--- config.mk ---
export PLATFORM = sky130hd
export DESIGN_NAME = touch_panel_calibrate_and_track
export DESIGN_NICKNAME = d
export VERILOG_FILES = /design/src/tpct_pkg.sv /design/src/tpct_muldiv.sv /design/src/touch_panel_calibrate_and_track.sv
export SDC_FILE = /design/constraint.sdc
export NUM_CORES = 1
export LEC_CHECK = 0
export BUFFER_PORTS_ARGS = -buffer_cell sky130_fd_sc_hd__buf_2
export CORE_UTILIZATION = 60
export CTS_CLUSTER_SIZE = 20
export DETAILED_ROUTE_END_ITERATION = 6
export MAX_ROUTING_LAYER = met4
export PLACE_DENSITY = 0.8
export SYNTH_ARGS = -nofsm -noshare
export SYNTH_HDL_FRONTEND = slang
export SYNTH_SLANG_ARGS = --single-unit
--- constraint.sdc ---
create_clock -name clk_i -period 8.4 [get_ports clk_i]
set_input_delay 2.52 -clock clk_i [delete_from_list [all_inputs] [get_ports clk_i]]
set_output_delay 2.52 -clock clk_i [all_outputs]
set_load 0.05 [all_outputs]
--- src/tpct_pkg.sv ---
package tpct_pkg;

  // Converter code that marks a reading as unusable
  localparam logic [7:0] FULL_SCALE = 8'd255;

  // Configuration register indexes
  localparam logic [2:0] CFG_WIDTH_PIXELS  = 3'd0;
  localparam logic [2:0] CFG_HEIGHT_PIXELS = 3'd1;
  localparam logic [2:0] CFG_MIN_X         = 3'd2;
  localparam logic [2:0] CFG_MAX_X         = 3'd3;
  localparam logic [2:0] CFG_MIN_Y         = 3'd4;
  localparam logic [2:0] CFG_MAX_Y         = 3'd5;
  localparam logic [2:0] CFG_FLIP          = 3'd6;

  // Scaling unit operand widths
  localparam int unsigned MulAW  = 8;
  localparam int unsigned MulBW  = 12;
  localparam int unsigned ProdW  = MulAW + MulBW;
  localparam int unsigned PixW   = 16;

  // Top level sequencer
  typedef enum logic [2:0] {
    ST_IDLE,
    ST_X_GO,
    ST_X_WAIT,
    ST_Y_GO,
    ST_Y_WAIT,
    ST_DONE
  } tp_state_e;

  // Multiply / divide unit sequencer
  typedef enum logic [1:0] {
    MD_IDLE,
    MD_MUL,
    MD_DIV
  } md_state_e;

  // Request into the scaling unit: q = (a * b) / d
  typedef struct packed {
    logic               start;
    logic [MulAW-1:0]   a;
    logic [MulBW-1:0]   b;
    logic [MulAW-1:0]   d;
  } md_req_t;

  // Result out of the scaling unit, saturated to 16 bits
  typedef struct packed {
    logic               done;
    logic [PixW-1:0]    quo;
  } md_res_t;

endpackage

--- src/tpct_muldiv.sv ---
module tpct_muldiv
  import tpct_pkg::*;
(
  input  logic    clk_i,
  input  logic    rst_ni,
  input  md_req_t req_i,
  output md_res_t res_o
);

  md_state_e state_q, state_d;

  logic [ProdW-1:0] acc_q, acc_d;
  logic [ProdW-1:0] bsh_q, bsh_d;
  logic [MulAW-1:0] a_q, a_d;
  logic [MulAW-1:0] d_q, d_d;
  logic [MulAW-1:0] rem_q, rem_d;
  logic [3:0]       cnt_q, cnt_d;
  logic             done_q, done_d;

  // Two restoring division steps per cycle
  logic [MulAW:0]   t1, t2;
  logic             ge1, ge2;
  logic [MulAW-1:0] r1, r2;
  logic [ProdW-1:0] acc1;
  logic             mul_last, div_last;

  assign mul_last = (cnt_q == 4'(MulAW - 1));
  assign div_last = (cnt_q == 4'(ProdW / 2 - 1));

  always_comb begin
    t1   = {rem_q, acc_q[ProdW-1]};
    ge1  = (t1 >= {1'b0, d_q});
    r1   = ge1 ? MulAW'(t1 - {1'b0, d_q}) : t1[MulAW-1:0];
    acc1 = {acc_q[ProdW-2:0], ge1};
    t2   = {r1, acc1[ProdW-1]};
    ge2  = (t2 >= {1'b0, d_q});
    r2   = ge2 ? MulAW'(t2 - {1'b0, d_q}) : t2[MulAW-1:0];
  end

  // Next state
  always_comb begin
    state_d = state_q;
    case (state_q)
      MD_IDLE: if (req_i.start) state_d = MD_MUL;
      MD_MUL:  if (mul_last) state_d = MD_DIV;
      MD_DIV:  if (div_last) state_d = MD_IDLE;
      default: state_d = MD_IDLE;
    endcase
  end

  // Datapath: shift-add multiply one bit a cycle, then divide two bits a cycle
  always_comb begin
    acc_d  = acc_q;
    bsh_d  = bsh_q;
    a_d    = a_q;
    d_d    = d_q;
    rem_d  = rem_q;
    cnt_d  = cnt_q;
    done_d = 1'b0;
    case (state_q)
      MD_IDLE: begin
        if (req_i.start) begin
          acc_d = '0;
          bsh_d = ProdW'(req_i.b);
          a_d   = req_i.a;
          d_d   = req_i.d;
          cnt_d = '0;
        end
      end
      MD_MUL: begin
        if (a_q[0]) acc_d = acc_q + bsh_q;
        bsh_d = {bsh_q[ProdW-2:0], 1'b0};
        a_d   = {1'b0, a_q[MulAW-1:1]};
        cnt_d = mul_last ? '0 : cnt_q + 4'd1;
        rem_d = '0;
      end
      MD_DIV: begin
        acc_d  = {acc1[ProdW-2:0], ge2};
        rem_d  = r2;
        cnt_d  = cnt_q + 4'd1;
        done_d = div_last;
      end
      default: ;
    endcase
  end

  always_ff @(posedge clk_i or negedge rst_ni) begin
    if (!rst_ni) begin
      state_q <= MD_IDLE;
      cnt_q   <= '0;
      done_q  <= 1'b0;
    end else begin
      state_q <= state_d;
      cnt_q   <= cnt_d;
      done_q  <= done_d;
    end
  end

  always_ff @(posedge clk_i) begin
    acc_q <= acc_d;
    bsh_q <= bsh_d;
    a_q   <= a_d;
    d_q   <= d_d;
    rem_q <= rem_d;
  end

  // Quotient holds the full product width; clamp to 16 bits
  assign res_o.done = done_q;
  assign res_o.quo  = (|acc_q[ProdW-1:PixW]) ? {PixW{1'b1}} : acc_q[PixW-1:0];

endmodule

--- src/touch_panel_calibrate_and_track.sv ---
// Channel   Direction  Handshake                    Payload
// s_axis    in         s_axis_tvalid/s_axis_tready  tdata 48b, tuser 1b (pen_down)
// m_axis    out        m_axis_tvalid/m_axis_tready  tdata 80b, tuser 3b (flags)
// cfg       in         cfg_valid_i/cfg_ready_o      cfg_index_i 3b, cfg_data_i 12b
//
// One request at a time. A pen-down sample with a usable pair makes, from accept
// to result, two passes through the shared multiply/divide unit, each a multiply
// phase then a divide phase plus hand-off. Other samples go from accept straight to
// the completion state. Reset restores calibration defaults and clears tracking
// state. A waiting result does not block the next accept; a finished result waits
// for m_axis_tready before the following request can complete.
module touch_panel_calibrate_and_track
  import tpct_pkg::*;
(
  input  logic        clk_i,
  input  logic        rst_ni,
  // raw_x [7:0], raw_y [15:8], now_ms [47:16]
  input  logic [47:0] s_axis_tdata,
  // pen_down [0]
  input  logic        s_axis_tuser,
  input  logic        s_axis_tvalid,
  output logic        s_axis_tready,
  // x_reading [7:0], y_reading [15:8], x_pixel [31:16], y_pixel [47:32],
  // held_ms [79:48]
  output logic [79:0] m_axis_tdata,
  // touching [0], landscape [1], reading_ok [2]
  output logic [2:0]  m_axis_tuser,
  output logic        m_axis_tvalid,
  input  logic        m_axis_tready,
  input  logic        cfg_valid_i,
  output logic        cfg_ready_o,
  input  logic [2:0]  cfg_index_i,
  input  logic [11:0] cfg_data_i
);

  tp_state_e state_q, state_d;

  // Calibration registers
  logic [11:0] width_q, height_q;
  logic [7:0]  min_x_q, max_x_q, min_y_q, max_y_q;
  logic        flip_q;

  // Tracking state
  logic [7:0]  last_x_rd_q, last_y_rd_q;
  logic [15:0] last_x_px_q, last_y_px_q;
  logic        press_active_q;
  logic [31:0] press_start_q, last_held_q;

  // Per-request working registers
  logic [7:0]  rot_x_q, rot_y_q;
  logic        down_q, ok_q, zero_x_q;
  logic [15:0] x_px_q;

  // Output register
  logic [79:0] out_data_q;
  logic [2:0]  out_user_q;
  logic        out_valid_q;

  md_req_t md_req;
  md_res_t md_res;

  logic [7:0]  in_rx, in_ry;
  logic        in_pen, accept, landscape, in_ok, do_scale, out_free;
  logic [31:0] in_now;
  logic [7:0]  rot_x, rot_y;
  logic        zero_x, zero_y;

  assign in_rx     = s_axis_tdata[7:0];
  assign in_ry     = s_axis_tdata[15:8];
  assign in_now    = s_axis_tdata[47:16];
  assign in_pen    = s_axis_tuser;
  assign accept    = s_axis_tvalid && s_axis_tready;
  assign landscape = (width_q >= height_q);
  assign in_ok     = (in_rx != FULL_SCALE) && (in_ry != FULL_SCALE);
  assign do_scale  = in_pen && in_ok;
  assign out_free  = !out_valid_q || m_axis_tready;

  // Rotate for portrait, then optional mirror of both axes
  always_comb begin
    rot_x = landscape ? in_rx : in_ry;
    rot_y = landscape ? in_ry : ~in_rx;
    if (flip_q) begin
      rot_x = ~rot_x;
      rot_y = ~rot_y;
    end
  end

  // Reading below min or empty range scales to zero
  assign zero_x = (rot_x < min_x_q) || (max_x_q <= min_x_q);
  assign zero_y = (rot_y < min_y_q) || (max_y_q <= min_y_q);

  logic zero_y_q;

  // Next state
  always_comb begin
    state_d = state_q;
    case (state_q)
      ST_IDLE:   if (accept) state_d = do_scale ? ST_X_GO : ST_DONE;
      ST_X_GO:   state_d = ST_X_WAIT;
      ST_X_WAIT: if (md_res.done) state_d = ST_Y_GO;
      ST_Y_GO:   state_d = ST_Y_WAIT;
      ST_Y_WAIT: if (md_res.done) state_d = ST_DONE;
      ST_DONE:   if (out_free) state_d = ST_IDLE;
      default:   state_d = ST_IDLE;
    endcase
  end

  // Outputs of the sequencer: scaling unit request and input ready
  always_comb begin
    s_axis_tready = 1'b0;
    md_req.start  = 1'b0;
    md_req.a      = rot_x_q - min_x_q;
    md_req.b      = width_q;
    md_req.d      = zero_x_q ? 8'd1 : max_x_q - min_x_q;
    case (state_q)
      ST_IDLE: s_axis_tready = 1'b1;
      ST_X_GO: md_req.start = 1'b1;
      ST_Y_GO, ST_Y_WAIT: begin
        md_req.start = (state_q == ST_Y_GO);
        md_req.a     = rot_y_q - min_y_q;
        md_req.b     = height_q;
        md_req.d     = zero_y_q ? 8'd1 : max_y_q - min_y_q;
      end
      default: ;
    endcase
  end

  tpct_muldiv u_muldiv (
    .clk_i  (clk_i),
    .rst_ni (rst_ni),
    .req_i  (md_req),
    .res_o  (md_res)
  );

  assign cfg_ready_o = 1'b1;

  // Configuration writes
  always_ff @(posedge clk_i or negedge rst_ni) begin
    if (!rst_ni) begin
      width_q  <= '0;
      height_q <= '0;
      min_x_q  <= '0;
      max_x_q  <= FULL_SCALE;
      min_y_q  <= '0;
      max_y_q  <= FULL_SCALE;
      flip_q   <= 1'b0;
    end else if (cfg_valid_i) begin
      case (cfg_index_i)
        CFG_WIDTH_PIXELS:  width_q  <= cfg_data_i;
        CFG_HEIGHT_PIXELS: height_q <= cfg_data_i;
        CFG_MIN_X:         min_x_q  <= cfg_data_i[7:0];
        CFG_MAX_X:         max_x_q  <= cfg_data_i[7:0];
        CFG_MIN_Y:         min_y_q  <= cfg_data_i[7:0];
        CFG_MAX_Y:         max_y_q  <= cfg_data_i[7:0];
        CFG_FLIP:          flip_q   <= cfg_data_i[0];
        default: ;
      endcase
    end
  end

  // Sequencer, press tracking and stored coordinates
  always_ff @(posedge clk_i or negedge rst_ni) begin
    if (!rst_ni) begin
      state_q        <= ST_IDLE;
      press_active_q <= 1'b0;
      press_start_q  <= '0;
      last_held_q    <= '0;
      last_x_rd_q    <= '0;
      last_y_rd_q    <= '0;
      last_x_px_q    <= '0;
      last_y_px_q    <= '0;
      out_valid_q    <= 1'b0;
    end else begin
      state_q <= state_d;
      if (accept) begin
        if (in_pen) begin
          press_active_q <= 1'b1;
          if (!press_active_q) press_start_q <= in_now;
          else                 last_held_q   <= in_now - press_start_q;
        end else begin
          press_active_q <= 1'b0;
        end
      end
      if (state_q == ST_Y_WAIT && md_res.done) begin
        last_x_rd_q <= rot_x_q;
        last_y_rd_q <= rot_y_q;
        last_x_px_q <= x_px_q;
        last_y_px_q <= zero_y_q ? 16'd0 : md_res.quo;
      end
      if (state_q == ST_DONE && out_free) out_valid_q <= 1'b1;
      else if (m_axis_tready)             out_valid_q <= 1'b0;
    end
  end

  // Working and output payload registers
  always_ff @(posedge clk_i) begin
    if (accept) begin
      rot_x_q  <= rot_x;
      rot_y_q  <= rot_y;
      zero_x_q <= zero_x;
      zero_y_q <= zero_y;
      down_q   <= in_pen;
      ok_q     <= in_ok;
    end
    if (state_q == ST_X_WAIT && md_res.done) begin
      x_px_q <= zero_x_q ? 16'd0 : md_res.quo;
    end
    if (state_q == ST_DONE && out_free) begin
      out_data_q <= {last_held_q, last_y_px_q, last_x_px_q, last_y_rd_q, last_x_rd_q};
      out_user_q <= {ok_q, landscape, down_q};
    end
  end

  assign m_axis_tvalid = out_valid_q;
  assign m_axis_tdata  = out_data_q;
  assign m_axis_tuser  = out_user_q;

  // The scaling unit only finishes while the sequencer waits for it
  a_done_in_wait: assert property (@(posedge clk_i) disable iff (!rst_ni)
    md_res.done |-> (state_q == ST_X_WAIT || state_q == ST_Y_WAIT))
    else $error("scaling result outside wait state");

  // A pen-down request always leaves a press open
  a_press_open: assert property (@(posedge clk_i) disable iff (!rst_ni)
    (accept && s_axis_tuser) |=> press_active_q)
    else $error("press not opened on pen down");

  // A result only appears from the completion state
  a_out_from_done: assert property (@(posedge clk_i) disable iff (!rst_ni)
    $rose(m_axis_tvalid) |-> $past(state_q == ST_DONE))
    else $error("result raised outside completion");

endmodule

# Yosys cells after proc, flatten, opt, wreduce, memory -nomap -nowiden
# Index checks and enable logic that the tools add are counted.
# totals
regBits	364
in_bits	69
wordCells	150
# classes
n_addsub	9
magnitude_cmp	7
n_eq_ne	25
muxes	38
n_bitwise	4
n_reduce_logical	34
# op_table
op	n
two-way mux 8 bit	9
two-way mux 20 bit	3
one-hot mux 20 bit (3 select lines)	1
subtractor 8 bit	6
one-hot mux 20 bit (2 select lines)	1
two-way mux 16 bit	2
one-hot mux 8 bit (2 select lines)	2
subtractor 32 bit	1
two-way mux 28 bit	1
NOT 8 bit	3
adder 20 bit	1
AND reduction 2 bit	10
greater-or-equal comparator 9 x 8 -> 1 bit	2
one-hot mux 3 bit (6 select lines)	1
less-or-equal comparator 8 bit	2
less-than comparator 8 bit	2
!= test 8 bit, second input constant	2
equality test 3 bit, second input constant	5
two-way mux 3 bit	5
equality test 3 x 2 -> 1 bit, second input constant	4
greater-or-equal comparator 12 bit	1
one-hot mux 4 bit (3 select lines)	1
AND reduction 3 bit	4
!= test 2 x 1 -> 1 bit, second input constant	5
other kinds (23)	43

# Depth between registers and ports, before layout
# logic_depth
depth_word	6
mapped_depth	19
depth_no_buf	19

# By module
# A second synthesis with hierarchy kept.
# unflattened
hier_cells	1720
area_unflattened_um2	19346.1
# by_module_without_submodules
mod	instances	cells_per_inst	area_each_um2	seq_area_each_um2
touch_panel_calibrate_and_track	1	1224	14302.5	7947.6
tpct_muldiv	1	496	5043.6	2097.0

# Worst setup path before layout
# No wires, ideal clock.
# synth_timing
path_type	in2reg
startpoint	input m_axis_tready
endpoint	register out_data_q[0] (netlist: m_axis_tdata[0]), enable pin
setup_ns	0.525
t_arrival_ns	6.044
required_ns	7.875
setup_slack_ns	1.831
path_stages	2
path_cell_list	nor2b_1 nor2_1
# synth_via
elab_chain_cells	2
# synth_rtl
item	line	text
start: declaration	touch_panel_calibrate_and_track.sv:29	input logic m_axis_tready,
logical OR 1 bit	touch_panel_calibrate_and_track.sv:76	assign out_free = !out_valid_q || m_axis_tready;
logical AND 1 bit	touch_panel_calibrate_and_track.sv:208	if (state_q == ST_DONE && out_free) begin
end signal: assignment	touch_panel_calibrate_and_track.sv:209	out_data_q <= {last_held_q, last_y_px_q, last_x_px_q, last_y_rd_q, last_x_rd_q};
end: declaration	touch_panel_calibrate_and_track.sv:55	logic [79:0] out_data_q;
# Every way passes these cells.
# A chain may end at the register's enable or synchronous reset.

# Final worst setup path
# layout_timing
startpoint	register u_muldiv.d_q[1]
endpoint	register u_muldiv.rem_q[5] (data pin)
# layout_via
elab_chain_cells	5
# layout_rtl
item	line	text
start: declaration	tpct_muldiv.sv:15	logic [MulAW-1:0] d_q, d_d;
start signal: assignment	tpct_muldiv.sv:103	d_q <= d_d;
subtractor 8 bit or greater-or-equal comparator 9 x 8 -> 1 bit (tied branches)	tpct_muldiv.sv:33, tpct_muldiv.sv:32	
two-way mux 8 bit	tpct_muldiv.sv:33	r1 = ge1 ? MulAW'(t1 - {1'b0, d_q}) : t1[MulAW-1:0];
subtractor 8 bit or greater-or-equal comparator 9 x 8 -> 1 bit (tied branches)	tpct_muldiv.sv:37, tpct_muldiv.sv:36	
two-way mux 8 bit *	tpct_muldiv.sv:37	r2 = ge2 ? MulAW'(t2 - {1'b0, d_q}) : t2[MulAW-1:0];
one-hot mux 8 bit (2 select lines) *	tpct_muldiv.sv:60	case (state_q)
end signal: assignment	tpct_muldiv.sv:104	rem_q <= rem_d;
end: declaration	tpct_muldiv.sv:16	logic [MulAW-1:0] rem_q, rem_d;
# Mark *: on every way between the ends. The rest lies on a longest branch, timed or not.

==> flow_summary.toml <==
[detailed_routing]
met3_wirelength_um = 1850
met1_length_um = 17700
detailroute.wirelength.met2_um = 19700
wl_um = 40300
first_iter_violations = 956
firstDrtPassIters = 7
wire_per_inst_um = 17.9
highest_metal_used = "met4"
route.detailed.vias_per_inst = 5.85
drtAntennaViolNets = 0
drt_drc_violations_left = 6
num_vias = 13194

[yosys]
count_of_state_elements_after_synthesis = 364
synth_enable_flop_cells = 183
synthesis.instances = 1679
synth-main-ff-cell = "sky130_fd_sc_hd__edfxtp_1"
net_count_synth = 1884
yosysWarningCount = 0
post_synth.cell_area_avg_um2 = 11.3
synth-async-reset-ratio_pct = 49.7
synth_cell_types = 69
synth_sequential_area_ratio_pct = 53.0
mapped_area_mm2 = 0.0189

[placed_design]
dp_hpwl_um = 29200
pre_cts_ws_ns = 3.06
routability_congestion_estimate_from_global_placement = 0.951
place.port_buffers = 153
total_cell_area_at_the_placement_stage_mm2 = 0.0201

[grt]
grt.total_usage_pct = 26.0
grt_first_pass_wirelength_um = 65700
pin_count_of_the_biggest_net_entering_global_routing = 114
grt_pass1_vias = 13146
grt_antenna_before_repair = 4
grt_remaining_overflow = 0

[floorplan]
die_width_um = 180
row_count = 64
core-area_mm2 = 0.0308
die-area_mm2 = 0.0323
ioPinCount = 155
start_util_pct = 61.4
chipHeight_um = 180

[cells_and_area]
multi_input_area_mm2 = 0.00829
post_route_cells_drive_above_1_share_pct = 19.8
syn2layout_area_growth_pct = 13.0
layout_common_cells = "sky130_fd_sc_hd__edfxtp_1, sky130_fd_sc_hd__dfrtp_1, sky130_fd_sc_hd__buf_2"
layout.filler_cells = 2203
sequential_cell_area_mm2 = 0.0100
final_net_count = 2030
post-route-cell-area_mm2 = 0.0214
layout_commonest_cell = "sky130_fd_sc_hd__edfxtp_1"
utilization_pct = 69.4

[clock_network]
clock-root-buffer = "sky130_fd_sc_hd__clkbuf_16"
ctsLongestPathBuffers = 3
numCtsBuffers = 38
cts-htree-levels = 2
tritoncts = "yes"
worst_skew_pair.late_latency_ns = 0.53
cts.sinks = 364
cts.hold.buffers_added = 0
ctsResizeCount = 0
clkSlewWorstSetupHoldPaths_ns = 0.06
cts_setup_buffers = 0

[min_path]
hp-class = "reg -> reg"
worstHoldPathCells = 0

[power_and_ir_drop]
pwr_density_mw_per_mm2 = 380
ir_drop_mv = 0.226
power.leakage_uw = 0.00913

[sta]
worstMarginPinSlew_ns = 1.07
maxClockFrequency_ghz = 0.195
fin_crit_sh_pct = 61.2
timing_max_transition_violations_final = 0
totalNegativeSetupSlack_ns = 0
setup_violators_final = 0
timing.clock.skew_ns = 0.0141
final_hold_violation_count = 0
post-route-worst-setup-slack_ns = 3.26
rsz0062_at_grt = "false"
fin_crit_ns = 5.14
maxSlewHeadroom_pct = 28.4

[worst_setup_path]
arrival_ns = 5.41
critPathLaunch = "u_muldiv.d_q[1]$_DFFE_PP_"
setup.worst_path.class = "reg -> reg"
critical_path.slowest_cell = "sky130_fd_sc_hd__a221oi_4"
worst-endpoint-required_ns = 8.67
critical_path_peak_fanout = 10
rrSetupSlack_ns = 3.26
reg2reg_to = "u_muldiv.rem_q[5]$_SDFFCE_PN0P_"
setup.worst_path.end_class = "register"
critical_path.startpoint_type = "register"
r2r.worst_path.cells = 19
worstReg2RegStart = "u_muldiv.d_q[1]$_DFFE_PP_"
cp_slowest_stage_delay_ns = 0.60
worst_setup_path_endpoint = "u_muldiv.rem_q[5]$_SDFFCE_PN0P_"
crit_path_cell_trace = "inv_1 > ha_1 > nor2b_1 > o21ai_1 > a21boi_1 > o31ai_1 > a21oi_1 > a21oi_2 > mux2i_1 > ha_1 > nor2b_1 > o21ai_0 > a21boi_1 > o21ai_0 > a21oi_1 > o21bai_1 > a221oi_4 > mux2i_1 > nor2_1"

[outcome]
status = "finished with violations"
violations = "DRC"

[job]
max-cap-violations = 0
worst min path at each step:
stage | slack (ns) | start | end
2_1_floorplan | 0.40 | down_q$_DFFE_PP_ | m_axis_tuser[0]$_DFFE_PP_
3_3_place_gp | 0.42 | ok_q$_DFFE_PP_ | m_axis_tuser[2]$_DFFE_PP_
3_5_place_dp | 0.43 | last_x_px_q[6]$_DFFE_PN0P_ | m_axis_tdata[22]$_DFFE_PP_
4_1_cts | 0.44 | last_x_px_q[6]$_DFFE_PN0P_ | m_axis_tdata[22]$_DFFE_PP_
5_1_grt | 0.44 | ok_q$_DFFE_PP_ | m_axis_tuser[2]$_DFFE_PP_
6_report | 0.44 | last_x_rd_q[4]$_DFFE_PN0P_ | m_axis_tdata[4]$_DFFE_PP_
final cells by class:
cell class              count  share of cell area, %
clock buffers              52                   5.12
well taps                 396                   2.32
multi-input cells        1145                   38.7
flip-flops and latches    364                   47.0
diodes                      4                 0.0468
clock inverters            18                  0.813
repair buffers            166                   4.08
inverters                 110                   1.93
worst max-delay path: cells and delay by family, from the launching register on:
kind	cells	cell delay (ns)
simple gates	3	0.32
buf+inv	1	0.18
compound gates	11	2.68
fa+ha+maj	2	0.60
flops	1	0.36
mux	2	0.73
cells by family after synthesis:
logic type | synth area share (%)
DFF | 53.0
xor gates and xnor gates | 3.89
buffers and inverters | 3.40
and+or+nand+nor | 10.3
other | 0.0198
muxes | 6.84
AOI/OAI and AO/OA | 13.2
adders and majority gates | 9.30
synthesized netlist by cell type (13+ instances only):
cell,n,area share (%)
sky130_fd_sc_hd__edfxtp_1,183,29
sky130_fd_sc_hd__dfrtp_1,165,22
sky130_fd_sc_hd__nand2_1,146,2.9
sky130_fd_sc_hd__ha_1,128,8.5
sky130_fd_sc_hd__o21ai_0,127,3.4
sky130_fd_sc_hd__inv_1,109,2.2
sky130_fd_sc_hd__nor2_1,105,2.1
sky130_fd_sc_hd__mux2_2,99,5.9
sky130_fd_sc_hd__a21oi_1,84,2.2
sky130_fd_sc_hd__xnor2_1,55,2.5
sky130_fd_sc_hd__clkbuf_1,46,0.91
sky130_fd_sc_hd__a21o_1,38,1.5
sky130_fd_sc_hd__nor2b_1,36,1.2
sky130_fd_sc_hd__xor2_1,29,1.3
sky130_fd_sc_hd__o31ai_1,26,1.0
sky130_fd_sc_hd__nor3_1,19,0.50
sky130_fd_sc_hd__mux2i_1,18,0.95
sky130_fd_sc_hd__nand4_1,18,0.59
sky130_fd_sc_hd__a211oi_1,17,0.67
sky130_fd_sc_hd__and2_1,17,0.56
sky130_fd_sc_hd__dfstp_2,16,2.2
sky130_fd_sc_hd__nand2b_1,15,0.50
sky130_fd_sc_hd__a22oi_1,13,0.52
where the power goes:
| group | leakage (uW) | total (uW) | internal [uW] | switching, uW |
|---|---|---|---|---|
| logic | 0.00455 | 3620 | 1430 | 2190 |
| clock network | 0.000618 | 1670 | 983 | 690 |
| registers | 0.00396 | 2830 | 2540 | 297 |
| total | 0.00913 | 8130 | 4950 | 3170 |
registers in the layout, indices dropped and copies added, names as in the netlist, 12 cells and up:
signal          flops
width_q            12
last_x_px_q        16
height_q           12
u_muldiv.bsh_q     20
press_start_q      32
u_muldiv.acc_q     20
last_held_q        32
x_px_q             16
m_axis_tdata       80
last_y_px_q        16
stage by stage:
stage	power, uW	std cells	hold WS [ns]
2_1_floorplan	5570	1679	0.400
3_5_place_dp	6430	2181	0.428
4_1_cts	8140	2251	0.441
6_report	8130	2255	0.438
5_1_grt	8660	2255	0.443
3_3_place_gp	6270	2181	0.423
per-layer routing:
metal	global-route usage, %	vias up
met5	-	-
met4	8.97	0
met3	3.28	95
met2	43.0	360
met1	33.3	6413
li1	-	6326
Power figures use the tool's default switching activity.
